--- config.mk ---
export PLATFORM = sky130hd
export DESIGN_NAME = motor_position_pid_drive
export DESIGN_NICKNAME = d
export VERILOG_FILES = /design/src/rtl/mpd_pkg.sv /design/src/rtl/mpd_mul.sv /design/src/rtl/mpd_seq.sv /design/src/rtl/motor_position_pid_drive.sv
export SDC_FILE = /design/constraint.sdc
export NUM_CORES = 2
export LEC_CHECK = 0
export ABC_AREA = 1
export BUFFER_PORTS_ARGS = -buffer_cell sky130_fd_sc_hd__buf_2
export CAP_MARGIN = 20
export CELL_PAD_IN_SITES_DETAIL_PLACEMENT = 1
export CELL_PAD_IN_SITES_GLOBAL_PLACEMENT = 1
export CORE_ASPECT_RATIO = 1.5
export CORE_UTILIZATION = 44
export DETAILED_ROUTE_END_ITERATION = 10
export PLACE_DENSITY = 0.87
export SLEW_MARGIN = 20
export SYNTH_ARGS = -nofsm -noshare
export SYNTH_HDL_FRONTEND = slang
export SYNTH_SLANG_ARGS = --single-unit
--- constraint.sdc ---
create_clock -name clk -period 8.45 [get_ports clk]
set_input_delay 0 -clock clk [delete_from_list [all_inputs] [get_ports clk]]
set_output_delay 0 -clock clk [all_outputs]
set_load 0.01 [all_outputs]
--- src/rtl/mpd_pkg.sv ---
// mpd_pkg: types, codes and reset constants of the motor position pid drive
// depends on: nothing
`default_nettype none

package mpd_pkg;

  // register reset values
  localparam logic [15:0] PROP_GAIN_RST   = 16'd512;
  localparam logic [31:0] INTEG_GAIN_RST  = 32'd42950;
  localparam logic [15:0] INTEG_ZONE_RST  = 16'd100;
  localparam logic [15:0] INNER_ZONE_RST  = 16'd10;
  localparam logic [15:0] ACCEPT_ERR_RST  = 16'd0;
  localparam logic [15:0] ACTIVE_ERR_RST  = 16'd1;
  localparam logic [7:0]  MAX_DRIVE_RST   = 8'd255;
  localparam logic        REVERSED_RST    = 1'b0;

  // integral saturates symmetrically at +-(2^63 - 1)
  localparam logic [63:0] INTEG_MAX = 64'h7FFF_FFFF_FFFF_FFFF;
  localparam logic [63:0] INTEG_MIN = 64'h8000_0000_0000_0001;

  // configuration register indexes
  typedef enum logic [2:0] {
    REG_PROP_GAIN  = 3'd0,
    REG_INTEG_GAIN = 3'd1,
    REG_INTEG_ZONE = 3'd2,
    REG_INNER_ZONE = 3'd3,
    REG_ACCEPT_ERR = 3'd4,
    REG_ACTIVE_ERR = 3'd5,
    REG_MAX_DRIVE  = 3'd6,
    REG_REVERSED   = 3'd7
  } reg_idx_t;

  // sequencer states, one per step of a control tick
  typedef enum logic [3:0] {
    S_IDLE,
    S_ABS,
    S_MUL_DT,
    S_INTEG,
    S_ACC_P,
    S_MUL_I0,
    S_ACC_I0,
    S_ACC_I1,
    S_MAG,
    S_FIN
  } state_t;

  // operand pairs of the shared multiplier
  typedef enum logic [1:0] {
    MUL_ERR_DT,
    MUL_ERR_KP,
    MUL_INT_LO,
    MUL_INT_HI
  } mul_sel_t;

  // control from the sequencer to the datapath
  typedef struct packed {
    logic     busy;
    logic     ld_abs;
    logic     ld_integ;
    logic     ld_acc_p;
    logic     ld_acc_i0;
    logic     ld_acc_i1;
    logic     ld_mag;
    logic     ld_out;
    logic     mul_en;
    mul_sel_t mul_sel;
  } ctrl_t;

endpackage

`default_nettype wire

--- src/rtl/mpd_mul.sv ---
// mpd_mul: shared unsigned 33 x 32 multiplier with registered product
// depends on: nothing
`default_nettype none

module mpd_mul (
  input  wire logic        clk,
  input  wire logic        en,
  input  wire logic [32:0] a,
  input  wire logic [31:0] b,
  output logic      [64:0] prod
);

  // product register, loaded when the sequencer uses the unit
  always_ff @(posedge clk) begin
    if (en) begin
      prod <= a * {1'b0, b};
    end
  end

endmodule

`default_nettype wire

--- src/rtl/mpd_seq.sv ---
// mpd_seq: step sequencer of one control tick
// depends on: mpd_pkg
`default_nettype none

module mpd_seq (
  input  wire logic          clk,
  input  wire logic          rst,
  input  wire logic          in_valid,
  input  wire logic          drive_go,
  input  wire logic          out_free,
  output mpd_pkg::ctrl_t     ctrl
);

  mpd_pkg::state_t state, state_next;

  // state register
  always_ff @(posedge clk) begin
    if (rst) begin
      state <= mpd_pkg::S_IDLE;
    end else begin
      state <= state_next;
    end
  end

  // next state and step controls
  always_comb begin
    state_next     = state;
    ctrl           = '0;
    ctrl.busy      = 1'b1;
    ctrl.mul_sel   = mpd_pkg::MUL_ERR_DT;
    case (state)
      mpd_pkg::S_IDLE: begin
        ctrl.busy = 1'b0;
        if (in_valid) begin
          state_next = mpd_pkg::S_ABS;
        end
      end
      mpd_pkg::S_ABS: begin
        ctrl.ld_abs = 1'b1;
        state_next  = mpd_pkg::S_MUL_DT;
      end
      mpd_pkg::S_MUL_DT: begin
        ctrl.mul_en  = 1'b1;
        ctrl.mul_sel = mpd_pkg::MUL_ERR_DT;
        state_next   = mpd_pkg::S_INTEG;
      end
      mpd_pkg::S_INTEG: begin
        ctrl.ld_integ = 1'b1;
        ctrl.mul_en   = 1'b1;
        ctrl.mul_sel  = mpd_pkg::MUL_ERR_KP;
        state_next    = drive_go ? mpd_pkg::S_ACC_P : mpd_pkg::S_FIN;
      end
      mpd_pkg::S_ACC_P: begin
        ctrl.ld_acc_p = 1'b1;
        state_next    = mpd_pkg::S_MUL_I0;
      end
      mpd_pkg::S_MUL_I0: begin
        ctrl.mul_en  = 1'b1;
        ctrl.mul_sel = mpd_pkg::MUL_INT_LO;
        state_next   = mpd_pkg::S_ACC_I0;
      end
      mpd_pkg::S_ACC_I0: begin
        ctrl.ld_acc_i0 = 1'b1;
        ctrl.mul_en    = 1'b1;
        ctrl.mul_sel   = mpd_pkg::MUL_INT_HI;
        state_next     = mpd_pkg::S_ACC_I1;
      end
      mpd_pkg::S_ACC_I1: begin
        ctrl.ld_acc_i1 = 1'b1;
        state_next     = mpd_pkg::S_MAG;
      end
      mpd_pkg::S_MAG: begin
        ctrl.ld_mag = 1'b1;
        state_next  = mpd_pkg::S_FIN;
      end
      mpd_pkg::S_FIN: begin
        if (out_free) begin
          ctrl.ld_out = 1'b1;
          state_next  = mpd_pkg::S_IDLE;
        end
      end
      default: begin
        state_next = mpd_pkg::S_IDLE;
      end
    endcase
  end

endmodule

`default_nettype wire

--- src/rtl/motor_position_pid_drive.sv ---
// motor_position_pid_drive: position pi drive with integral zone, one tick per request
// depends on: mpd_pkg, mpd_mul, mpd_seq
//
//   channel   handshake             payload
//   input     in_valid / in_stall   target_position, position, elapsed_us
//   output    out_valid / out_stall drive_level, direction, motor_enabled, is_active
//   config    cfg_valid / cfg_ready cfg_index, cfg_data
//
// with the drive on a request passes the abs, mul_dt, integ, acc_p, mul_i0, acc_i0, acc_i1,
// mag and fin steps, with it off it goes from integ straight to fin; the steps are the passes through
// the single 33 x 32 multiplier and the 98-bit accumulator.
// in_stall stays high from acceptance until the result is loaded into the output register,
// so the next request is taken while the previous result waits on out_stall.
// rst is synchronous and clears the integral, the active flag and the registers to defaults.
`default_nettype none

module motor_position_pid_drive (
  input  wire logic               clk,
  input  wire logic               rst,
  // tick requests
  input  wire logic               in_valid,
  output logic                    in_stall,
  input  wire logic signed [31:0] target_position,
  input  wire logic signed [31:0] position,
  input  wire logic        [31:0] elapsed_us,
  // drive results
  output logic                    out_valid,
  input  wire logic               out_stall,
  output logic             [7:0]  drive_level,
  output logic                    direction,
  output logic                    motor_enabled,
  output logic                    is_active,
  // configuration writes
  input  wire logic               cfg_valid,
  output logic                    cfg_ready,
  input  wire logic        [2:0]  cfg_index,
  input  wire logic        [31:0] cfg_data
);

  // configuration registers
  logic [15:0] prop_gain;
  logic [31:0] integ_gain;
  logic [15:0] integ_zone;
  logic [15:0] inner_zone;
  logic [15:0] acceptable_error;
  logic [15:0] activation_error;
  logic [7:0]  max_drive;
  logic        reversed;

  // tick state and working registers
  logic [63:0] integral;
  logic        active;
  logic [32:0] err;
  logic [31:0] dt;
  logic [32:0] abs_err;
  logic        err_neg;
  logic        drive_on;
  logic        dbl;
  logic [62:0] imag;
  logic        ineg;
  logic [97:0] acc;
  logic [96:0] accmag;
  logic        tneg;

  mpd_pkg::ctrl_t ctrl;
  logic        accept;
  logic        out_free;
  logic        drive_go;
  logic        active_pre;
  logic        in_zone;
  logic [32:0] mul_a;
  logic [31:0] mul_b;
  logic [64:0] prod;
  logic [64:0] p_ext;
  logic [64:0] p_signed;
  logic [64:0] isum;
  logic [63:0] int_sat;
  logic [97:0] term_p;
  logic [97:0] term_i0;
  logic [97:0] term_i1;
  logic [7:0]  level_raw;
  logic [7:0]  level;

  assign cfg_ready = 1'b1;
  assign in_stall  = ctrl.busy;
  assign accept    = in_valid && !in_stall;
  assign out_free  = !out_valid || !out_stall;

  // register writes, masked to register width
  always_ff @(posedge clk) begin
    if (rst) begin
      prop_gain        <= mpd_pkg::PROP_GAIN_RST;
      integ_gain       <= mpd_pkg::INTEG_GAIN_RST;
      integ_zone       <= mpd_pkg::INTEG_ZONE_RST;
      inner_zone       <= mpd_pkg::INNER_ZONE_RST;
      acceptable_error <= mpd_pkg::ACCEPT_ERR_RST;
      activation_error <= mpd_pkg::ACTIVE_ERR_RST;
      max_drive        <= mpd_pkg::MAX_DRIVE_RST;
      reversed         <= mpd_pkg::REVERSED_RST;
    end else if (cfg_valid && cfg_ready) begin
      case (mpd_pkg::reg_idx_t'(cfg_index))
        mpd_pkg::REG_PROP_GAIN:  prop_gain        <= cfg_data[15:0];
        mpd_pkg::REG_INTEG_GAIN: integ_gain       <= cfg_data;
        mpd_pkg::REG_INTEG_ZONE: integ_zone       <= cfg_data[15:0];
        mpd_pkg::REG_INNER_ZONE: inner_zone       <= cfg_data[15:0];
        mpd_pkg::REG_ACCEPT_ERR: acceptable_error <= cfg_data[15:0];
        mpd_pkg::REG_ACTIVE_ERR: activation_error <= cfg_data[15:0];
        mpd_pkg::REG_MAX_DRIVE:  max_drive        <= cfg_data[7:0];
        mpd_pkg::REG_REVERSED:   reversed         <= cfg_data[0];
        default: begin
        end
      endcase
    end
  end

  // sequencer
  mpd_seq u_seq (
    .clk      (clk),
    .rst      (rst),
    .in_valid (in_valid),
    .drive_go (drive_go),
    .out_free (out_free),
    .ctrl     (ctrl)
  );

  // shared multiplier operand select
  always_comb begin
    case (ctrl.mul_sel)
      mpd_pkg::MUL_ERR_DT: begin
        mul_a = abs_err;
        mul_b = dt;
      end
      mpd_pkg::MUL_ERR_KP: begin
        mul_a = abs_err;
        mul_b = {16'd0, prop_gain};
      end
      mpd_pkg::MUL_INT_LO: begin
        mul_a = {1'b0, imag[31:0]};
        mul_b = integ_gain;
      end
      mpd_pkg::MUL_INT_HI: begin
        mul_a = {2'b00, imag[62:32]};
        mul_b = integ_gain;
      end
      default: begin
        mul_a = abs_err;
        mul_b = dt;
      end
    endcase
  end

  mpd_mul u_mul (
    .clk  (clk),
    .en   (ctrl.mul_en),
    .a    (mul_a),
    .b    (mul_b),
    .prod (prod)
  );

  // integral step: signed error times time, saturating add
  assign in_zone  = abs_err < {17'd0, integ_zone};
  assign p_ext    = {16'd0, prod[48:0]};
  assign p_signed = err_neg ? (65'd0 - p_ext) : p_ext;
  assign isum     = {integral[63], integral} + p_signed;

  always_comb begin
    if (!isum[64] && isum[63]) begin
      int_sat = mpd_pkg::INTEG_MAX;
    end else if (isum[64] && (!isum[63] || isum[62:0] == 63'd0)) begin
      int_sat = mpd_pkg::INTEG_MIN;
    end else begin
      int_sat = isum[63:0];
    end
  end

  // activation and drive decision
  assign active_pre = active || (abs_err > {17'd0, activation_error});
  assign drive_go   = active_pre && (abs_err > {17'd0, acceptable_error});

  // accumulator terms: p in q.8 moved to q.32, i partial products with optional doubling
  assign term_p  = {25'd0, prod[48:0], 24'd0};
  assign term_i0 = dbl ? {33'd0, prod[63:0], 1'b0} : {34'd0, prod[63:0]};
  assign term_i1 = dbl ? {2'b00, prod[62:0], 33'd0} : {3'b000, prod[62:0], 32'd0};

  // datapath registers of a tick
  always_ff @(posedge clk) begin
    if (accept) begin
      err <= {target_position[31], target_position} - {position[31], position};
      dt  <= elapsed_us;
    end
    if (ctrl.ld_abs) begin
      abs_err <= err[32] ? (33'd0 - err) : err;
      err_neg <= err[32];
    end
    if (ctrl.ld_integ) begin
      drive_on <= drive_go;
      dbl      <= abs_err < {17'd0, inner_zone};
    end
    if (ctrl.ld_acc_p) begin
      acc  <= err_neg ? (98'd0 - term_p) : term_p;
      imag <= integral[63] ? (63'd0 - integral[62:0]) : integral[62:0];
      ineg <= integral[63];
    end
    if (ctrl.ld_acc_i0) begin
      acc <= ineg ? (acc - term_i0) : (acc + term_i0);
    end
    if (ctrl.ld_acc_i1) begin
      acc <= ineg ? (acc - term_i1) : (acc + term_i1);
    end
    if (ctrl.ld_mag) begin
      accmag <= acc[97] ? (97'd0 - acc[96:0]) : acc[96:0];
      tneg   <= acc[97];
    end
  end

  // level: integer part of the sum, limited to max_drive
  always_comb begin
    if ((|accmag[96:40]) || (accmag[39:32] > max_drive)) begin
      level_raw = max_drive;
    end else begin
      level_raw = accmag[39:32];
    end
    level = drive_on ? level_raw : 8'd0;
  end

  // integral and active flag
  always_ff @(posedge clk) begin
    if (rst) begin
      integral <= 64'd0;
      active   <= 1'b0;
    end else begin
      if (ctrl.ld_integ) begin
        integral <= (drive_go && in_zone) ? int_sat : 64'd0;
        active   <= active_pre;
      end
      if (ctrl.ld_out && level == 8'd0) begin
        active <= 1'b0;
      end
    end
  end

  // output register
  always_ff @(posedge clk) begin
    if (rst) begin
      out_valid <= 1'b0;
    end else if (ctrl.ld_out) begin
      out_valid <= 1'b1;
    end else if (!out_stall) begin
      out_valid <= 1'b0;
    end
  end

  always_ff @(posedge clk) begin
    if (ctrl.ld_out) begin
      drive_level   <= level;
      motor_enabled <= level != 8'd0;
      direction     <= (level != 8'd0) && !(tneg ^ reversed);
      is_active     <= active && (level != 8'd0);
    end
  end

  // checks
  a_stop_is_quiet: assert property (@(posedge clk) disable iff (rst)
    out_valid && !motor_enabled |-> drive_level == 8'd0 && !direction && !is_active)
    else $error("stopped result carries drive");

  a_level_in_range: assert property (@(posedge clk) disable iff (rst)
    out_valid && motor_enabled |-> drive_level != 8'd0 && drive_level <= max_drive)
    else $error("drive level out of range");

  a_integ_symmetric: assert property (@(posedge clk) disable iff (rst)
    integral != 64'h8000_0000_0000_0000)
    else $error("integral passed its negative limit");

  a_busy_after_accept: assert property (@(posedge clk) disable iff (rst)
    accept |=> in_stall)
    else $error("request taken while previous tick in flight");

endmodule

`default_nettype wire

==> results.json, run 1 <==
{
  "place_area_mm2": 0.09587,
  "overflow": 311,
  "endpoint_type": "register input",
  "dp.cells": 15010,
  "synth_fa_ha_area_frac": 0.3030,
  "synth_edf_count": 404,
  "initial_core_util": 0.4423,
  "dpl.hpwl_mm": 382.6,
  "synthSimpleGateAreaFrac": 0.2261,
  "toolErrorMsg": "[ERROR GRT-0232] Routing congestion too high. Check the congestion heatmap in the GUI.",
  "yosys.cell_types.count": 72,
  "io_pins": 150,
  "clock-sinks": 595,
  "yosysWarnings": 0,
  "syn_avg_cell_area_um2": 7.312,
  "netlist_area_mm2": 0.08568,
  "synthFlopType": "edfxtp_1",
  "synth_xor_area_frac": 0.04813,
  "gp_congestion": 1.137,
  "grt.total_usage": 0.6158,
  "numCtsBuffers": 69,
  "htreeDepth": 3,
  "netlist_top_cells_area": "fa_1 (22%), edfxtp_1 (14%), inv_1 (10%), nand2_1 (9.9%), ha_1 (8.6%)",
  "outcome": "aborted with a tool error",
  "root_buffer": "clkbuf_16",
  "postGrtWorstEndpoint": "u_mul.prod[63]$_DFFE_PP_/D",
  "rows": 198,
  "die_h_um": 542.5,
  "io_buffers": 148,
  "lastStage": "global routing",
  "synth_compound_area_frac": 0.1156,
  "synth_top_area_share": 0.2168,
  "grt_max_degree": 124,
  "synth_largest_area_cell": "fa_1",
  "synth-seq-area-share": 0.1862,
  "syn_nets": 13370,
  "netlist_instances": 11720,
  "clk_path_buf_depth": 3,
  "synthMuxAreaShare": 0,
  "synthArstFlopShare": 0,
  "synth.ff_latch_count": 595,
  "die_w_um": 362.3,
  "synth_top_family_by_area": "adder cells"
}
[through the flow]
step	setup WS [ns]	setup TNS [ns]	utilization	hold WS [ns]
CTS	-0.1079	-0.6151	0.5261	0.0008865
global placement	-0.7834	-17.04	0.4949	0.1764
floorplan	0.1553	0	-	0.09887
detailed placement	-0.8519	-23.04	0.4949	0.1790
[what timing repair did]
item | 4_1_cts
gates cloned | 1
hold buffers | 157
setup endpoints to repair | 45
setup buffers | 74
gates resized for setup | 351
endpoints found under the hold margin | 208
pin swaps | 129
[cell families after synthesis]
family,after synthesis
flip-flops,595
buffers and inverters,2651
AND/OR/NAND/NOR,4740
AO/OA/AOI/OAI,1743
XOR/XNOR,470
other,1
adder cells (fa/ha/maj),1518
[synthesized netlist by cell type, drive strengths merged (8+ instances only)]
library cell  instances
a21o                 26
or2                  20
a211oi                8
edfxtp              404
a21boi               41
o21bai               47
o31ai                21
o221ai                9
nand3b               83
fa                  928
xnor2               151
o21a                 40
nor2               1796
clkinv               15
nor3                116
clkbuf              240
and3                  8
o22ai                52
ha                  590
nand3               222
nand2              2283
buf                  87
dfxtp               191
nand4                90
nor4                107
inv                2309
xor2                319
o21ai               583
a31oi               103
o211ai               38
a21oi               739
[metal layers]
metal,GRT usage,GRT overflow
met5,0.08886,1
met1,0.5830,1
met2,0.8746,161
met3,0.3559,4
met4,0.6800,144
==> inputs of run 2 (changes only) <==
--- a/config.mk
+++ b/config.mk
@@ -8,12 +8,9 @@
 export ABC_AREA = 1
 export BUFFER_PORTS_ARGS = -buffer_cell sky130_fd_sc_hd__buf_2
 export CAP_MARGIN = 20
-export CELL_PAD_IN_SITES_DETAIL_PLACEMENT = 1
-export CELL_PAD_IN_SITES_GLOBAL_PLACEMENT = 1
-export CORE_ASPECT_RATIO = 1.5
-export CORE_UTILIZATION = 44
+export CORE_UTILIZATION = 40
 export DETAILED_ROUTE_END_ITERATION = 10
-export PLACE_DENSITY = 0.87
+export PLACE_DENSITY_LB_ADDON = 0.15
 export SLEW_MARGIN = 20
 export SYNTH_ARGS = -nofsm -noshare
 export SYNTH_HDL_FRONTEND = slang
==> constraint.sdc (replaced) <==
create_clock -name clk -period 11 [get_ports clk]
set_input_delay 0 -clock clk [delete_from_list [all_inputs] [get_ports clk]]
set_output_delay 0 -clock clk [all_outputs]
set_load 0.01 [all_outputs]
==> run 2 against run 1 <==
The run now ends clean. Synthesized cell count is the same. Synthesized area did not move.
==> results.json, run 2 <==
{
  "cap_violations": 0,
  "cp-startpoint": "u_seq.state[2]",
  "wirelength_met1_mm": 151.7,
  "layout.cells.most_common": "inv_1",
  "worst_hold_slack_ns": 0.05422,
  "overflow": 0,
  "fillers": 21930,
  "drc": 0,
  "synth.ff_latch_count": 595,
  "drive_gt1_frac": 0.05164,
  "drt_iter0_markers": 7359,
  "timing.rr.start": "u_seq.state[2]",
  "gp_congestion": 1.071,
  "fin_skew_ns": 0.09447,
  "crit_type": "reg -> reg",
  "dr.pass1.iters": 6,
  "fin_setup_tns_ns": 0,
  "htreeDepth": 3,
  "outcome": "completed",
  "layout_common_cells": "inv_1 (2288), nand2_1 (2267), nor2_1 (1762), fa_1 (928), a21oi_1 (694)",
  "hold_depth": 2,
  "wl_met2_mm": 167.8,
  "num-nets-final": 13620,
  "synthFlopType": "edfxtp_1",
  "max_stage_delay_ns": 0.85,
  "largestRegisters": "acc x98, accmag x65",
  "maxSlewViolCount": 0,
  "rows": 169,
  "netlist_area_mm2": 0.08568,
  "finalHoldViolCount": 0,
  "num_vias": 80960,
  "endpoint_kind": "register",
  "clock_latency_ns": 0.75,
  "crit_fanout": 51,
  "crit_slowest_cell": "clkinv_1",
  "setup_violations": 0,
  "postRouteAntennaNets": 0,
  "fmax_mhz": 96.70,
  "netlist_instances": 11720,
  "netlist_top_cells_area": "fa_1 (22%), edfxtp_1 (14%), inv_1 (10%), nand2_1 (9.9%), ha_1 (8.6%)",
  "io_pins": 150,
  "die_h_um": 464.8,
  "route.top_layer_used": "met5",
  "dieArea_mm2": 0.2161,
  "arrival_ns": 10.76,
  "fin_crit_ns": 10.34,
  "tightest_slew_ns": 1.192,
  "clk_path_buf_depth": 3,
  "grt_pass1_wl_mm": 538.7,
  "rsz0062_at_grt": "false",
  "io_buffers": 148,
  "synthArstFlopShare": 0,
  "first_global_vias": 81230,
  "area_delta_synth_final_pct": 10.00,
  "path_clk_slew_ns": 0.07,
  "dpl.hpwl_mm": 307.6,
  "die_w_um": 464.8,
  "syn_nets": 13370,
  "worstHoldStart": "elapsed_us[23]",
  "wl_per_cell_um": 24.92,
  "synth_edf_count": 404,
  "met3_length_mm": 27.51,
  "critPathLaunchType": "register",
  "largest_register_ffs": 98,
  "yosysMostFrequentCell": "inv_1",
  "grt.total_usage": 0.3395,
  "grt_max_degree": 122,
  "synth_commonest_cells": "inv_1 (2292), nand2_1 (2268), nor2_1 (1774), fa_1 (928), a21oi_1 (696)",
  "core_area_mm2": 0.2125,
  "clock-sinks": 595,
  "cts_tree": "yes",
  "relSlewSlack": 0.1991,
  "routed_via_density": 5.443,
  "syn_avg_cell_area_um2": 7.312,
  "root_buffer": "clkbuf_16",
  "routed_wl_mm": 370.7,
  "synth_largest_area_cell": "fa_1",
  "rr_worst_depth": 37,
  "numCtsBuffers": 76,
  "yosys.cell_types.count": 72,
  "regMostFlops": "acc",
  "yosysWarnings": 0,
  "post-route-period-util": 0.9401,
  "synth-seq-area-share": 0.1862,
  "hp-class": "in -> reg",
  "synth_top_area_share": 0.2168,
  "initial_core_util": 0.4032,
  "antenna_found_initial": 13,
  "cp_data_required_time_ns": 11.42
}
## run 2: cell counts after synthesis
Identical to the previous run, type by type.
## run 2: logic make-up (layout without fill, tap and decap cells)
family / Yosys count / count (layout) / share of synthesized area
AOI/OAI and AO/OA: 1743 / 1743 / 0.1156
xor gates and xnor gates: 470 / 470 / 0.04813
adders and majority gates: 1518 / 1518 / 0.3030
buffers and inverters: 2651 / 2959 / 0.1209
DFF: 595 / 595 / 0.1862
other: 1 / 28 / 0.00004377
and+or+nand+nor: 4740 / 4740 / 0.2261
## run 2: critical path, delay by kind of cell (launching register included)
family | cells | cell delay (ns)
AOI/OAI and AO/OA | 6 | 1.15
xor gates and xnor gates | 1 | 0.14
adders and majority gates | 9 | 4.43
buffers and inverters | 12 | 2.43
DFF | 1 | 0.39
and+or+nand+nor | 9 | 1.41
## run 2: layout make-up
| class | instances | area, um2 | area share |
|---|---|---|---|
| Clock inverter | 38 | 473.0 | 0.005018 |
| Sequential cell | 595 | 15960 | 0.1693 |
| Clock buffer | 101 | 2100 | 0.02228 |
| Inverter | 2324 | 8725 | 0.09257 |
| Tap cell | 2821 | 3530 | 0.03745 |
| Multi-Input combinational cell | 8472 | 59520 | 0.6316 |
| Antenna cell | 27 | 67.56 | 0.0007169 |
| Timing Repair Buffer | 496 | 3872 | 0.04109 |
## run 2: routing by layer
layer / up-vias / GRT usage
li1: 37230 / -
met1: 39480 / 0.4378
met2: 3517 / 0.5474
met3: 725 / 0.04948
met4: 14 / 0.1833
met5: - / 0
## run 2: worst paths after layout
path	slack, ns	to
max	0.66	u_mul.prod[61]
min	0.05	dt[23]
max reg2reg	0.66	u_mul.prod[61]
min reg2reg	0.46	integ_gain[9]
## run 2: stage by stage
| step | util | std cells | setup slack (ns) | instance area [um2] |
|---|---|---|---|---|
| 6_report | 0.4435 | 14870 | 0.6590 | 94250 |
| 3_3_place_gp | 0.4223 | 14520 | 0.9419 | 89740 |
| 5_1_grt | 0.4434 | 14870 | 0.1384 | 94240 |
| 3_5_place_dp | 0.4224 | 14530 | 0.8743 | 89770 |
| 2_1_floorplan | - | 11720 | 2.705 | 85680 |
| 4_1_cts | 0.4431 | 14850 | 0.7585 | 94160 |
## run 2: repair_timing
item                                   in CTS  in global routing
endpoints found under the hold margin     255                  0
resized for setup                           0                  0
hold buffers                              182                  0
buffers inserted                            0                  0
Power of run 2 is left out: the tool's default activity adds up to more than one toggle a clock period on the data nets, which glitch-free logic cannot reach.
